[src/rtl/core/epsr_ram.sv]
// ----------------------------------------------------------------------------
// epsr_ram
// Generic simple dual-port RAM: one write port, one read port with a
// registered read; a read at the address being written returns old data.
// ----------------------------------------------------------------------------
module epsr_ram #(
   parameter int WIDTH = 8,
   parameter int DEPTH = 16,
   localparam int AW   = (DEPTH > 1) ? $clog2(DEPTH) : 1
) (
   input  logic             clock,
   input  logic             wr_en,
   input  logic [AW-1:0]    wr_addr,
   input  logic [WIDTH-1:0] wr_data,
   input  logic             rd_en,
   input  logic [AW-1:0]    rd_addr,
   output logic [WIDTH-1:0] rd_data
);

   logic [WIDTH-1:0] mem_ff [DEPTH];

   // storage and registered read
   always_ff @(posedge clock) begin
      if (wr_en) begin
         mem_ff[wr_addr] <= wr_data;
      end
      if (rd_en) begin
         rd_data <= mem_ff[rd_addr];
      end
   end

endmodule

[config.mk]
export PLATFORM = sky130hd
export DESIGN_NAME = epsr_ram
export DESIGN_NICKNAME = d
export VERILOG_FILES = /design/src/rtl/core/epsr_ram.sv
export SDC_FILE = /design/constraint.sdc
export NUM_CORES = 1
export LEC_CHECK = 0
export BUFFER_PORTS_ARGS = -buffer_cell sky130_fd_sc_hd__buf_2
export CAP_MARGIN = 20
export CORE_UTILIZATION = 60
export CTS_BUF_LIST = sky130_fd_sc_hd__clkbuf_8
export DETAILED_ROUTE_END_ITERATION = 10
export PLACE_DENSITY = 0.78
export SLEW_MARGIN = 30
export SYNTH_ARGS = -nofsm -noshare
export SYNTH_HDL_FRONTEND = slang
export SYNTH_SLANG_ARGS = --single-unit
[constraint.sdc]
create_clock -name clock -period 1.93 [get_ports clock]
set_input_delay 0.0965 -clock clock [delete_from_list [all_inputs] [get_ports clock]]
set_output_delay 0.0965 -clock clock [all_outputs]
set_load 0.1 [all_outputs]
---- Yosys cells after proc, flatten, opt, wreduce, memory -nomap -nowiden ----
Memory sizes are Yosys's and may differ from the RTL's. A register that Yosys moved wholly into a read port is not among the register bits.
Index checks and enable logic that the tools add are counted.
Widths: inputs -> output; s select.
word-level totals
  output and inout bits ................... 8
  RAM bits ................................ 128
  input bits .............................. 19
  memories ................................ 1
  register bits ........................... 0
memory list
  name    words  bits a word  read ports  clocked after memory_dff  wr ports  line  source
  mem_ff  16     8            1           1                         1         20    logic [WIDTH-1:0] mem_ff [DEPTH];
operators by class
  mux-type cells .......................... 2
operator list
  kind    number
  $mux 1  2

---- Depth between registers and ports, before layout ----
  depth in word-level cells ............... 2
  mapped depth ............................ 5

---- Least setup slack after synthesis ----
No wires, ideal clock.
  kind .................................... input to register
  start ................................... input wr_addr[2]
  end ..................................... memory mem_ff[0][0], enable pin
  path slack .............................. 0.341 ns
  data required time ...................... 1.547 ns
  arrival ................................. 1.206 ns
  buffers on the path ..................... 0
  stages on the path ...................... 2
  library setup time ...................... 0.383 ns
  path through ............................ or3b_2 > nor3_1
RTL lines
  item         line  source
  from (decl)  13    input logic [AW-1:0] wr_addr,
  to (decl)    20
Straight into the memory's write port.

==> flow_summary.json <==
{
  "drt_iter0_drc": 255,
  "p_leak_nw": 2.040,
  "synth_top_area_share_pct": 78.12,
  "syn_to_final_growth_pct": 15.25,
  "start_kind": "flip-flop",
  "viasPerCell": 6.243,
  "cts_buffers": 17,
  "cts_buffer_depth": 2,
  "synth_mux_area_share_pct": 14.79,
  "crit_fanout": 1,
  "fin_skew_ns": 0.008647,
  "final_area_um2": 6025,
  "multiInputGateArea_um2": 1057,
  "grt_max_degree": 33,
  "finalSetupViolations": 0,
  "netlist_area_um2": 5228,
  "cts.sinks": 136,
  "ant_nets": 0,
  "rrSetupSlack_ns": 0.35,
  "row_count": 33,
  "slew_viol_final": 0,
  "power_frac_clock_pct": 40.6,
  "tritoncts": "done",
  "critPathKind": "reg2reg",
  "cts-root-buf": "clkbuf_8",
  "synth_area_leaders": "edfxtp_1 (78%), mux4_2 (7.8%), mux4_1 (7.0%)",
  "synthAdderAreaFrac_pct": 0,
  "maxCapViolations": 0,
  "synth-seq-area-share_pct": 78.12,
  "pre_cts_slack_ns": 0.1208,
  "grt_pass1_vias": 2547,
  "finalHoldViolations": 0,
  "tns_ns": 0,
  "dieArea_um2": 9090,
  "power.internal_w": 0.004976,
  "grt_overflow": 0,
  "rr_endpoint": "rd_data[4]$_DFFE_PP_",
  "drive_above_1_share_pct": 31.53,
  "finalCritPeriodShare_pct": 81.80,
  "crit_required_ns": 2.10,
  "htree_levels": 4,
  "ys_seq_elements": 136,
  "synth_top_family_by_area": "multiplexers",
  "whs_path_depth": 1,
  "slew_headroom_pct": 51.34,
  "seq_area_um2": 4084,
  "synthesis.nets": 248,
  "synth_xor_area_share_pct": 0,
  "reg2reg_from": "mem_ff[9][4]$_DFFE_PP_",
  "track_usage_pct": 24.67,
  "grt_pass1_wl_um": 14630,
  "io_buffers": 26,
  "swShare_pct": 21.22,
  "drt-total-wl_um": 9712,
  "yosys.area_share.simple_pct": 3.135,
  "postCtsResizedCells": 0,
  "seqPwrFrac_pct": 52.9,
  "syn_area_per_cell_um2": 22.83,
  "syn_inst": 229,
  "diodes": 0,
  "dr.pass1.iters": 4,
  "fmax_mhz": 633.4,
  "synth_cell_type_count": 18,
  "synth_compound_area_share_pct": 2.298,
  "synth_warnings": 0,
  "worst_slack_ns": 0.3513,
  "antenna_found_initial": 0,
  "hold_ws_ns": 0.02708,
  "arrival_ns": 1.74,
  "status": "complete, no violations",
  "coreArea_um2": 8341,
  "initial_core_util_pct": 62.68,
  "die_x_um": 95.34,
  "fp.dieH_um": 95.34,
  "power.switching_w": 0.001341,
  "drc": 0,
  "rsz0062_at_grt": "false",
  "p_comb_share_pct": 6.4,
  "postPlaceCellArea_um2": 5583,
  "min_path_type": "in2reg",
  "ctsHoldBuffers": 0,
  "gp_congestion": 0.7123,
  "path_clk_slew_ns": 0.07,
  "worstHoldStart": "rd_en",
  "nets": 302,
  "hold_path_end": "rd_data[4]$_DFFE_PP_",
  "cellPowerDensity_nw_per_um2": 1048,
  "clock_latency_ns": 0.43,
  "cp-end-kind": "flip-flop",
  "ios": 27,
  "period_needed_ns": 1.579,
  "rr_worst_depth": 3,
  "vias": 2497,
  "nFillCells": 463,
  "hpwl_um": 5786,
  "peakVddDrop_uv": 514.9,
  "drt-wirelength-per-cell_um": 24.28,
  "tightest_slew_ns": 0.7284,
  "final_util_pct": 72.23,
  "yosysTopAreaCell": "edfxtp_1",
  "post_cts_buffers": 0
}
-- worst max-delay path by stage --
stage | to | slack (ns) | cells past startpoint | from
3_5_place_dp | rd_data[4]$_DFFE_PP_ | 0.12 | 5 | rd_addr[0]
6_report | rd_data[4]$_DFFE_PP_ | 0.35 | 3 | mem_ff[9][4]$_DFFE_PP_
3_3_place_gp | rd_data[4]$_DFFE_PP_ | 0.19 | 5 | rd_addr[0]
4_1_cts | rd_data[4]$_DFFE_PP_ | 0.34 | 3 | mem_ff[9][4]$_DFFE_PP_
2_1_floorplan | mem_ff[0][0]$_DFFE_PP_ | 0.34 | 2 | wr_addr[2]
5_1_grt | rd_data[4]$_DFFE_PP_ | 0.29 | 3 | mem_ff[9][4]$_DFFE_PP_
-- synth_stat cells --
cell type / count
a22oi_1: 16
and2_1: 1
and2b_1: 1
buf_2: 3
buf_4: 1
buf_6: 3
clkdlybuf4s25_2: 3
edfxtp_1: 136
mux4_1: 14
mux4_2: 18
nand2_1: 9
nand2b_1: 2
nand3_1: 1
nand3b_1: 2
nor2_1: 13
nor2b_1: 1
nor3_1: 4
or3b_2: 1
-- area by class of cell --
type / instances / area share [%]
clock inverters: 14 / 3.448
flip-flops and latches: 136 / 67.79
well taps: 105 / 2.181
multi-input cells: 83 / 17.55
repair buffers: 45 / 5.151
clock buffers: 17 / 3.884
-- state kept, by name, summed over array words and instances, names as in the netlist --
register and count:
mem_ff 128, rd_data 8
-- per-layer routing --
| layer | track usage [%] | share of wire (%) | vias to the layer above |
|---|---|---|---|
| met3 | 7.895 | 9.2 | 17 |
| met2 | 39.76 | 52 | 139 |
| met1 | 31.83 | 37 | 1257 |
| li1 | - | - | 1084 |
| met5 | 0 | 0 | - |
| met4 | 8.965 | 1.9 | 0 |
-- through the flow --
| step | total power, W | instances |
|---|---|---|
| finish | 0.006317 | 400 |
| global placement | 0.003802 | 369 |
| CTS | 0.006341 | 400 |
| global route | 0.006498 | 400 |
| floorplan | 0.003675 | 229 |
| detailed placement | 0.003812 | 369 |
-- power by group through the flow --
stage          sequential, W  combinational [W]  clock, W
5_1_grt              0.00335           0.000432   0.00272
3_5_place_dp         0.00341           0.000405         0
2_1_floorplan        0.00351           0.000168         0
4_1_cts              0.00334           0.000409   0.00259
6_report             0.00334           0.000406   0.00257
3_3_place_gp         0.00340           0.000399         0
-- worst max-delay path, cell delays in order, from the launching register on --
cell and delay (ns):
edfxtp_1 0.35, mux4_1 0.50, a22oi_1 0.35, nand2_1 0.12
-- cell usage in the layout (no fill, tap or decap) --
master	n
bufinv_16	5
nand3b_1	2
nor2b_1	1
clkinv_4	2
inv_1	1
and2b_1	1
clkinvlp_4	3
mux4_2	18
clkinv_1	1
mux4_1	14
buf_2	26
buf_12	3
buf_4	16
nor3_1	4
nor2_1	13
nand2_1	9
edfxtp_1	136
and2_1	1
clkbuf_8	17
or3b_2	1
clkinv_2	2
nand3_1	1
a22oi_1	16
nand2b_1	2
-- kinds of logic after synthesis --
group | after synthesis
flip-flops | 136
AND/OR/NAND/NOR | 35
multiplexers | 32
AO/OA/AOI/OAI | 16
buffers and inverters | 10
Note: power is estimated with default switching activity, not from simulation.
